--- src/dhg_pkg.sv ---
`default_nettype none
package dhg_pkg;

	localparam int COLUMNS_PER_HALF = 64;
	localparam int PAGE_COUNT = 8;
	localparam int HALF_DEPTH = COLUMNS_PER_HALF * PAGE_COUNT;
	localparam int COL_W = $clog2(COLUMNS_PER_HALF);
	localparam int PAGE_W = $clog2(PAGE_COUNT);
	localparam int ADDR_W = PAGE_W + COL_W;
	localparam int BYTE_W = 8;
	localparam int QUEUE_DEPTH = 2;
	localparam int QPTR_W = $clog2(QUEUE_DEPTH);
	localparam int QCNT_W = $clog2(QUEUE_DEPTH + 1);

	localparam logic [BYTE_W-1:0] CMD_DISP_MASK = 8'hFE;
	localparam logic [BYTE_W-1:0] CMD_DISP_CODE = 8'h3E;
	localparam logic [BYTE_W-1:0] CMD_COL_MASK = 8'hC0;
	localparam logic [BYTE_W-1:0] CMD_COL_CODE = 8'h40;
	localparam logic [BYTE_W-1:0] CMD_PAGE_MASK = 8'hF8;
	localparam logic [BYTE_W-1:0] CMD_PAGE_CODE = 8'hB8;
	localparam logic [BYTE_W-1:0] STATUS_OFF = 8'h20;
	localparam logic [BYTE_W-1:0] STATUS_ON = 8'h00;

	typedef enum logic [2:0] {
		OP_NOP,
		OP_WR_DATA,
		OP_DISP,
		OP_COLUMN,
		OP_PAGE,
		OP_RD_STATUS,
		OP_RD_DATA
	} op_t;

	typedef struct packed {
		op_t op;
		logic sel_left;
		logic sel_right;
		logic [BYTE_W-1:0] arg;
	} item_t;

	typedef struct packed {
		logic valid;
		item_t item;
	} head_t;

endpackage
`default_nettype wire

--- src/dhg_front.sv ---
`default_nettype none
module dhg_front (
	input wire logic clk,
	input wire logic arst_n,
	input wire logic push,
	input wire logic kind,
	input wire logic is_data,
	input wire logic select_left,
	input wire logic select_right,
	input wire logic [dhg_pkg::BYTE_W-1:0] bus_byte,
	input wire logic pop,
	output logic full,
	output dhg_pkg::head_t head
);

	dhg_pkg::item_t item;
	dhg_pkg::item_t queue_q [dhg_pkg::QUEUE_DEPTH];
	logic [dhg_pkg::QPTR_W-1:0] wr_ptr_q;
	logic [dhg_pkg::QPTR_W-1:0] rd_ptr_q;
	logic [dhg_pkg::QCNT_W-1:0] count_q;

	always_comb begin
		item = '0;
		item.arg = bus_byte;
		item.op = dhg_pkg::OP_NOP;
		if (!kind) begin
			item.sel_left = select_left;
			item.sel_right = select_right;
			if (select_left || select_right) begin
				if (is_data) begin
					item.op = dhg_pkg::OP_WR_DATA;
				end else if ((bus_byte & dhg_pkg::CMD_DISP_MASK) == dhg_pkg::CMD_DISP_CODE) begin
					item.op = dhg_pkg::OP_DISP;
				end else if ((bus_byte & dhg_pkg::CMD_COL_MASK) == dhg_pkg::CMD_COL_CODE) begin
					item.op = dhg_pkg::OP_COLUMN;
				end else if ((bus_byte & dhg_pkg::CMD_PAGE_MASK) == dhg_pkg::CMD_PAGE_CODE) begin
					item.op = dhg_pkg::OP_PAGE;
				end
				// The start line command has no effect visible on this bus.
			end
		end else if (select_left || select_right) begin
			// A read is served by one half only, the left one when both are selected.
			item.sel_left = select_left;
			item.sel_right = !select_left;
			item.op = is_data ? dhg_pkg::OP_RD_DATA : dhg_pkg::OP_RD_STATUS;
		end
	end

	assign full = (count_q == dhg_pkg::QCNT_W'(dhg_pkg::QUEUE_DEPTH));
	assign head.valid = (count_q != '0);
	assign head.item = queue_q[rd_ptr_q];

	always_ff @(posedge clk) begin
		if (push) begin
			queue_q[wr_ptr_q] <= item;
		end
	end

	always_ff @(posedge clk or negedge arst_n) begin
		if (!arst_n) begin
			wr_ptr_q <= '0;
			rd_ptr_q <= '0;
			count_q <= '0;
		end else begin
			if (push) begin
				wr_ptr_q <= wr_ptr_q + 1'b1;
			end
			if (pop) begin
				rd_ptr_q <= rd_ptr_q + 1'b1;
			end
			if (push && !pop) begin
				count_q <= count_q + 1'b1;
			end else if (pop && !push) begin
				count_q <= count_q - 1'b1;
			end
		end
	end

	assert property (@(posedge clk) disable iff (!arst_n)
		count_q <= dhg_pkg::QCNT_W'(dhg_pkg::QUEUE_DEPTH))
		else $error("queue count beyond depth");
	assert property (@(posedge clk) disable iff (!arst_n) pop |-> head.valid)
		else $error("pop from empty queue");
	assert property (@(posedge clk) disable iff (!arst_n) full |-> !push)
		else $error("push into full queue");

endmodule
`default_nettype wire

--- config.mk ---
export PLATFORM = sky130hd
export DESIGN_NAME = dhg_front
export DESIGN_NICKNAME = d
export VERILOG_FILES = /design/src/dhg_pkg.sv /design/src/dhg_front.sv
export SDC_FILE = /design/constraint.sdc
export NUM_CORES = 1
export LEC_CHECK = 0
export BUFFER_PORTS_ARGS = -buffer_cell sky130_fd_sc_hd__buf_2
export CAP_MARGIN = 15
export CELL_PAD_IN_SITES_DETAIL_PLACEMENT = 0
export CELL_PAD_IN_SITES_GLOBAL_PLACEMENT = 2
export CORE_UTILIZATION = 36
export DETAILED_ROUTE_END_ITERATION = 10
export PLACE_DENSITY = 0.87
export SYNTH_ARGS = -nofsm -noshare
export SYNTH_HDL_FRONTEND = slang
export SYNTH_SLANG_ARGS = --single-unit
--- constraint.sdc ---
create_clock -name clk -period 1.94 [get_ports clk]
set_input_delay 0.291 -clock clk [delete_from_list [all_inputs] [get_ports clk]]
set_output_delay 0.291 -clock clk [all_outputs]
set_load 0.005 [all_outputs]
After elaboration in Yosys (flattened, before gate mapping)

Memory sizes are Yosys's and may differ from the RTL's.
Index checks and enable logic that the tools add are counted.

Add/sub/neg operators: 4
Equality and inequality tests: 4
Multiplexer cells: 12
Reductions and logical operators: 8

Operator list:

| cell                  | number |
|---|---|
| $mux W3               | 5 |
| $mux W5               | 2 |
| $eq A7 B5 Y1 const B  | 1 |
| $mux W2               | 3 |
| $eq A5 B5 Y1 const B  | 1 |
| $reduce_bool A2 Y1    | 2 |
| $logic_not A1 Y1      | 3 |
| $add A1 B1 Y1 const B | 2 |
| $add A2 B1 Y2 const B | 1 |
| $eq A2 B1 Y1 const B  | 1 |
| $eq A2 B2 Y1 const B  | 1 |
| $logic_and A1 B1 Y1   | 2 |
| $mux W1               | 2 |
| $sub A2 B1 Y2 const B | 1 |
| $logic_or A1 B1 Y1    | 1 |

Bits in registers: 4
Bits in writable memories: 26
Memories kept: 1

Memory list:

| name    | words | bits a word | read ports | clocked after Yosys merged registers in | wr ports | RTL line        | text |
|---|---|---|---|---|---|---|---|
| queue_q | 2     | 13          | 1          | 0                                       | 1        | dhg_front.sv:17 | `dhg_pkg::item_t queue_q [dhg_pkg::QUEUE_DEPTH];` |

Longest topological paths before layout

Gate-level depths: netlist of run 1.

Depth after elaboration: 7
Gate-level depth with buffers: 5
Depth with buffers taken out: 5

Least setup slack after synthesis of run 1

Ideal clock, no wire load.

Path kind: register -> register
From: register wr_ptr_q
To: memory queue_q[0][0] in the netlist's numbering, enable pin
Arrival time: 1.007 ns
Path slack: 0.549 ns
Stages on the path, launching flop included: 2
Buffers on the path: 0
Cell sequence: dfrtp_1 -> nor2b_1

RTL lines:

| element                | RTL line        | text |
|---|---|---|
| from (decl)            | dhg_front.sv:18 | `logic [dhg_pkg::QPTR_W-1:0] wr_ptr_q;` |
| from (signal assigned) | dhg_front.sv:66 | `wr_ptr_q <= wr_ptr_q + 1'b1;` |
| to (decl)              | dhg_front.sv:17 |  |

Straight into the memory's write port.

==> results.txt, run 1 <==
----------------------------------------------------
[Status]
  Run status ... complete, no violations

[Global route]
  Largest net degree at the start of global routing ... 15
  Wire length of the first global-routing pass ... 2990 microns
  Antenna violations before repair ... 0
  GRT Residual Overflow ... 0
  Total Routing Usage GR ... 12.3%
  Number of global-route vias before repair ... 677

[Place]
  Placer congestion estimate ... 0.695
  Number of port buffers ... 30
  Dpl cells ... 144
  Cell area after placement ... 0.00141 sq mm
  Sum of net half-perimeters after detailed placement ... 1370 microns

[Flow run]
  Max-capacitance violation count ... 0

[Critical path]
  Worst-path maximum fanout ... 14
  Critical path endpoint category ... output pin
  CP Data Required Time ... 1650 ps
  Cell with the biggest individual delay on the critical path ... sky130_fd_sc_hd__dfrtp_2
  Worst path max stage delay ... 580 ps
  Worst setup path class ... register to output pin
  Ordered list of cells on the worst path ... mux2_2 > buf_2
  Setup crit start kind ... register
  Arrival time at the worst endpoint ... 1410 ps

[Synthesis]
  Flip-flop and latch count after synthesis ... 30
  Synth warnings ... 0
  Syn nets ... 88
  Register area share after synthesis ... 72.4%
  Synthesized area divided by synthesized cell count ... 17.1 sq um
  Number of distinct library cells after synthesis ... 21
  Area of the mapped netlist ... 0.00122 sq mm
  Synthesized netlist cell count ... 71

[Worst hold path]
  Min-Delay Path Class ... input port to register

[Timing]
  Number of hold-slack violations in the final timing report ... 0
  Min Clock Period, post-route ... 1700 ps
  Setup repair after global routing missed its margin ... no
  Setup TNS Final ... 0 ps
  Max-slew violation total from the final report ... 0
  Period utilisation layout ... 87.5%
  Hold WS ... 153 ps
  Pin slew with the least headroom to its limit ... 611 ps
  Count of final setup violators ... 0
  Headroom to the max-slew limit ... 59.3%
  Largest clock skew in the final design ... 1.93 ps
  Fmax ... 589 MHz

[Floorplanning]
  Starting density of the core ... 38.9%
  Rows ... 20
  Total core area ... 0.00313 sq mm
  Vertical die dimension ... 60.1 microns
  Horiz. Die Dim ... 60.1 microns
  Area enclosed by the die boundary ... 0.00361 sq mm
  Total I/O pin count ... 31

[Pwr]
  Power density over the cells ... 1220 mW/mm^2
  Maximum resistive drop on vdd ... 0.000488 V
  Cell leakage power ... 0.577 nW

[Final layout]
  Most frequent cells in the layout ... 30 x sky130_fd_sc_hd__buf_2, 26 x sky130_fd_sc_hd__edfxtp_1, 13 x sky130_fd_sc_hd__mux2_2
  End-of-flow core utilization ... 47.2%
  Count of nets after finishing ... 125
  Most frequent standard cell in the layout excluding fill and tap cells ... sky130_fd_sc_hd__buf_2
  Fraction of layout cells with a size suffix above 1 ... 48.6%
  Finished Layout Cells ... 153
  Diode insertion count for antenna repair ... 0
  Area of all placed cells without fillers ... 0.00148 sq mm
  Area growth syn-to-layout ... 21.3%

[Drt]
  Via count normalized by instance count ... 4.53
  Number of design rule violations left after detail routing ... 0
  Detailed-router iteration count before antenna repair ... 4
  Starting DRC count in detailed routing ... 24
  Routed length per instance ... 13.2 microns
  Detail Route Antenna Nets ... 0
  Post-Route WL ... 2030 microns
  Vias ... 693

[Clock tree]
  Clk slew on worst S/H paths ... 90 ps
  Post CTS Setup Buffer Count ... 0
  CTS tree ... done
  Largest buffer count on any clock path ... 2
  Clock Latency Late Sink ... 320 ps
  Htree depth ... 2
  Clk Tree Root Cell ... sky130_fd_sc_hd__clkbuf_4
  Count of clock tree sinks ... 30
  Total CTS buffers ... 5

----------------------------------------------------
cell usage after synthesis, drive strengths merged:
| cell type | number | area [sq um] |
|---|---|---|
| edfxtp | 26 | 781 |
| mux2 | 13 | 146 |
| dfrtp | 4 | 100 |
| nor2 | 4 | 15.0 |
| xor2 | 4 | 35.0 |
| a31oi | 2 | 12.5 |
| and2 | 2 | 12.5 |
| inv | 2 | 7.51 |
| nor2b | 2 | 12.5 |
| a211oi | 1 | 7.51 |
| a21boi | 1 | 7.51 |
| and4b | 1 | 11.3 |
| buf | 1 | 11.3 |
| clkbuf | 1 | 3.75 |
| ha | 1 | 12.5 |
| nand2 | 1 | 3.75 |
| nand2b | 1 | 6.26 |
| nand4b | 1 | 8.76 |
| o22ai | 1 | 6.26 |
| or2 | 1 | 6.26 |
| xnor2 | 1 | 8.76 |
kinds of logic (layout without fill, tap and decap cells):
group	after synthesis	in the layout	synth area share [%]
buffers and inverters	4	42	1.85
DFF	30	30	72.4
and+or+nand+nor	13	13	6.28
muxes	13	13	12.0
AOI/OAI and AO/OA	5	5	2.78
adders and majority gates	1	1	1.03
xor gates and xnor gates	5	5	3.60
path summary, 6_finish.rpt:
kind / cells past startpoint / to / start / slack [ps]
min: 1 / queue_q[1][0]$_DFFE_PP_ / bus_byte[0] / 150
max: 2 / head[12] / rd_ptr_q$_DFFE_PN0P_ / 240
max reg2reg: 1 / queue_q[1][6]$_DFFE_PP_ / wr_ptr_q$_DFFE_PN0P_ / 660
min reg2reg: 1 / count_q[1]$_DFFE_PN0P_ / count_q[1]$_DFFE_PN0P_ / 480
max in group asynchronous: 2 / rd_ptr_q$_DFFE_PN0P_ / arst_n / 1510
min in group asynchronous: 2 / wr_ptr_q$_DFFE_PN0P_ / arst_n / 300
critical path, delay by kind of cell (launching register included):
kind     cells  cell delay (ps)
buf+inv      1              130
flops        1              580
mux          1              380
per-stage QoR:
step | power [W] | worst slack (ps)
after floorplan | 0.00128 | 549
after global placement | 0.00146 | 411
after detailed placement | 0.00148 | 390
after CTS | 0.00182 | 21.4
after global routing | 0.00191 | 182
final | 0.00180 | 242
final cells by class:
cell class / instances / area, sq um
fillers: 281 / 1650
flip-flops and latches: 30 / 882
multi-input cells: 37 / 313
repair buffers: 32 / 168
well taps: 44 / 55.1
clock buffers: 6 / 41.3
clock inverters: 2 / 8.76
inverters: 2 / 7.51
power breakdown:
part           internal (W)  switching, W  total (W)
clock network      0.000136      0.000206   0.000341
logic              0.000280      0.000193   0.000473
registers          0.000874      0.000108   0.000981
total               0.00129      0.000506    0.00180
registers in the layout (all words and copies together) (netlist names):
name and flops:
queue_q 26, count_q 2, rd_ptr_q 1, wr_ptr_q 1
layer usage:
| layer | part of all wire, % | track usage [%] | up-vias |
|---|---|---|---|
| met3 | 5.0 | 5.19 | 2 |
| met4 | 1.2 | 6.98 | 0 |
| met2 | 51 | 19.5 | 22 |
| met1 | 42 | 13.8 | 330 |
| met5 | 0 | 0 | - |
| li1 | - | - | 339 |
repair_timing:
action,in CTS,in global routing
hold buffers,1,0
hold endpoints to repair,4,0
gates resized for setup,0,1
endpoints found under the setup margin,0,12
Note: power is estimated with default switching activity, not from simulation.
==> run 2: changes to the inputs <==
--- a/config.mk
+++ b/config.mk
@@ -5,13 +5,15 @@
 export SDC_FILE = /design/constraint.sdc
 export NUM_CORES = 1
 export LEC_CHECK = 0
+export ABC_AREA = 1
 export BUFFER_PORTS_ARGS = -buffer_cell sky130_fd_sc_hd__buf_2
 export CAP_MARGIN = 15
 export CELL_PAD_IN_SITES_DETAIL_PLACEMENT = 0
 export CELL_PAD_IN_SITES_GLOBAL_PLACEMENT = 2
-export CORE_UTILIZATION = 36
+export CORE_UTILIZATION = 31
 export DETAILED_ROUTE_END_ITERATION = 10
-export PLACE_DENSITY = 0.87
+export PLACE_DENSITY = 0.83
+export SLEW_MARGIN = 20
 export SYNTH_ARGS = -nofsm -noshare
 export SYNTH_HDL_FRONTEND = slang
 export SYNTH_SLANG_ARGS = --single-unit
==> constraint.sdc (replaced) <==
create_clock -name clk -period 1.5 [get_ports clk]
set_input_delay 0.225 -clock clk [delete_from_list [all_inputs] [get_ports clk]]
set_output_delay 0.225 -clock clk [all_outputs]
set_load 0.005 [all_outputs]
==> results.txt, run 2 <==
----------------------------------------------------
[Status]
  Run status ... complete, no violations

[Synthesis]
  Xor/xnor cell area share of the yosys netlist ... 2.83%
  FFs w/ async S/R, synth ... 13.3%
  Top area cells in the synthesized netlist ... sky130_fd_sc_hd__edfxtp_1 63%, sky130_fd_sc_hd__mux2_2 12%, sky130_fd_sc_hd__dfrtp_1 8.1%
  Number of synthesized flops with an enable pin ... 26
  Most numerous cell in the Yosys netlist ... sky130_fd_sc_hd__edfxtp_1
  Leading post-synthesis cells by instance count ... 26 x sky130_fd_sc_hd__edfxtp_1, 13 x sky130_fd_sc_hd__mux2_2, 10 x sky130_fd_sc_hd__nand2_1, 9 x sky130_fd_sc_hd__inv_1, 8 x sky130_fd_sc_hd__nor2_1
  Flip-flop and latch count after synthesis ... 30
  Register area share after synthesis ... 71.3%
  Synthesized area divided by synthesized cell count ... 14.5 sq um
  Mux contribution to synthesized area ... 11.8%
  Synth area leader ... sky130_fd_sc_hd__edfxtp_1
  Main flop type after synthesis ... sky130_fd_sc_hd__edfxtp_1
  Synth warnings ... 0
  Dominant combinational cell family by area after synthesis ... multiplexers
  Synth Area in Simple Gates ... 7.19%
  Synthesized netlist cell count ... 85
  Area of the mapped netlist ... 0.00124 sq mm
  Syn nets ... 102
  Adder-cell share of the synthesized area ... 1.01%
  Compound-Gate Fraction of Synth Area ... 1.92%
  Number of distinct library cells after synthesis ... 16
  Top cell type's share of synthesized area ... 63.2%

[Place]
  Number of port buffers ... 30
  Sum of net half-perimeters after detailed placement ... 1510 microns
  Dpl cells ... 165
  Placer congestion estimate ... 0.714
  Cell area after placement ... 0.00146 sq mm

[Drt]
  Routed length per instance ... 12.1 microns
  Detailed-router iteration count before antenna repair ... 4
  Routed length on met2 ... 1070 microns
  Detail Route Antenna Nets ... 0
  Starting DRC count in detailed routing ... 19
  Highest Signal Layer ... met4
  Post-Route WL ... 2120 microns
  Vias ... 756
  Via count normalized by instance count ... 4.30
  Number of design rule violations left after detail routing ... 0
  DRT met1 WL ... 915 microns
  Met3 wire length ... 131 microns

[Critical path]
  Register-to-register path setup slack ... 280 ps
  Worst-path maximum fanout ... 5
  Setup crit start kind ... register
  Endpoint of the worst-slack reg-to-reg timing path ... queue_q[1][5]$_DFFE_PP_
  Arrival time at the worst endpoint ... 1240 ps
  Cells on worst reg2reg path ... 2
  CP Data Required Time ... 1270 ps
  Critical path endpoint category ... output pin
  Critical register-to-register path startpoint ... wr_ptr_q$_DFFE_PN0P_
  Worst setup path class ... register to output pin

[Clock tree]
  Clock Latency Late Sink ... 270 ps
  Largest buffer count on any clock path ... 2
  Clk Tree Root Cell ... sky130_fd_sc_hd__clkbuf_8
  Count of clock tree sinks ... 30
  Total CTS buffers ... 5
  CTS tree ... done
  Clk slew on worst S/H paths ... 60 ps
  Htree depth ... 2

[Floorplanning]
  Starting density of the core ... 33.0%
  Total core area ... 0.00374 sq mm
  Total I/O pin count ... 31
  Horiz. Die Dim ... 65.2 microns
  Area enclosed by the die boundary ... 0.00424 sq mm
  Rows ... 22
  Vertical die dimension ... 65.2 microns

[Timing]
  Fmax ... 681 MHz
  Largest clock skew in the final design ... 7.04 ps
  Period utilisation layout ... 97.9%
  Headroom to the max-slew limit ... 63.1%
  Setup TNS Final ... 0 ps
  Setup repair after global routing missed its margin ... yes
  Number of hold-slack violations in the final timing report ... 0
  Pin slew with the least headroom to its limit ... 552 ps
  Count of final setup violators ... 0
  Max-slew violation total from the final report ... 0
  Min Clock Period, post-route ... 1470 ps

[Global route]
  Wire length of the first global-routing pass ... 3420 microns
  Largest net degree at the start of global routing ... 14
  Number of global-route vias before repair ... 736
  GRT Residual Overflow ... 0
  Total Routing Usage GR ... 11.3%
  Antenna violations before repair ... 0

[Pwr]
  Power density over the cells ... 1740 mW/mm^2
  Maximum resistive drop on vdd ... 0.000789 V
  Cell leakage power ... 0.681 nW

[Flow run]
  Max-capacitance violation count ... 0

[Final layout]
  Area of all placed cells without fillers ... 0.00162 sq mm
  End-of-flow core utilization ... 43.2%
  Diode insertion count for antenna repair ... 0
  Top flop regs ... queue_q x26, count_q x2
  Fraction of layout cells with a size suffix above 1 ... 44.5%
  Area growth syn-to-layout ... 30.9%
  Largest register FFs ... 26
  Most frequent standard cell in the layout excluding fill and tap cells ... sky130_fd_sc_hd__buf_2
  Register containing the most flip-flops in the final layout ... queue_q
  Count of nets after finishing ... 144
  Most frequent cells in the layout ... 28 x sky130_fd_sc_hd__buf_2, 26 x sky130_fd_sc_hd__edfxtp_1, 12 x sky130_fd_sc_hd__mux2_2
  Finished Layout Cells ... 176

[Worst hold path]
  Hold endpoint ... queue_q[1][0]$_DFFE_PP_
  Worst min-delay path startpoint ... bus_byte[0]
  Number of cells on the worst hold path ... 1
  Min-Delay Path Class ... input port to register

----------------------------------------------------
-- run 2: cell types whose count changed after synthesis, sizes merged, moves of 2 or more --
cell / change
nand2: +9
inv: +7
nor2: +4
nand3: +3
and2: -2
nor2b: -2
o21ai: +2
-- run 2: what timing repair did --
item | CTS | global route
gates resized for setup | 1 | 5
setup buffers | 1 | 1
hold buffers | 1 | 0
setup endpoints to repair | 10 | 10
endpoints found under the hold margin | 4 | 0
-- run 2: cells by family after synthesis --
| family | after synthesis |
|---|---|
| flops | 30 |
| fa+ha+maj | 1 |
| xor+xnor | 4 |
| simple gates | 22 |
| buf+inv | 11 |
| mux | 13 |
| compound gates | 4 |
-- run 2: worst max-delay path by stage --
stage / depth (start not counted) / from / endpoint
final: 3 / rd_ptr_q$_DFFE_PN0P_ / head[8]
after global routing: 3 / rd_ptr_q$_DFFE_PN0P_ / head[4]
after CTS: 3 / rd_ptr_q$_DFFE_PN0P_ / head[5]
after detailed placement: 3 / rd_ptr_q$_DFFE_PN0P_ / head[10]
after global placement: 3 / rd_ptr_q$_DFFE_PN0P_ / head[10]
after floorplan: 1 / wr_ptr_q$_DFFE_PN0P_ / queue_q[0][0]$_DFFE_PP_
-- run 2: report_power, final --
part / internal, W / leakage (nW) / switching, W
Sequential: 0.00113 / 0.291 / 0.0000718
Combinational: 0.000479 / 0.338 / 0.000378
Clock: 0.000496 / 0.0524 / 0.000260
-- run 2: routing by layer --
layer | GRT usage, % | vias up
li1 | - | 380
met5 | 0 | -
met4 | 4.08 | 0
met2 | 17.1 | 23
met3 | 5.56 | 2
met1 | 13.9 | 351
-- run 2: cell type report --
class,instances,area [sq um]
Sequential cell,30,882
Multi-Input combinational cell,44,310
Inverter,9,33.8
Tap cell,48,60.1
Clock inverter,1,30.0
Fill cell,381,2130
Clock buffer,7,76.3
Timing Repair Buffer,37,225
-- run 2: worst max-delay path: stages (launching register included) --
cell and delay (ps):
sky130_fd_sc_hd__dfrtp_2 420, sky130_fd_sc_hd__buf_6 140, sky130_fd_sc_hd__mux2_4 300, sky130_fd_sc_hd__buf_6 120
-- run 2: stage by stage --
stage / setup WS [ps] / hold WS, ps / power, W
finish: 31.5 / 142 / 0.00282
global route: -22.8 / 129 / 0.00300
CTS: 3.74 / 132 / 0.00278
detailed placement: 201 / 35.4 / 0.00198
global placement: 209 / 35.9 / 0.00197
floorplan: 138 / -70.6 / 0.00166
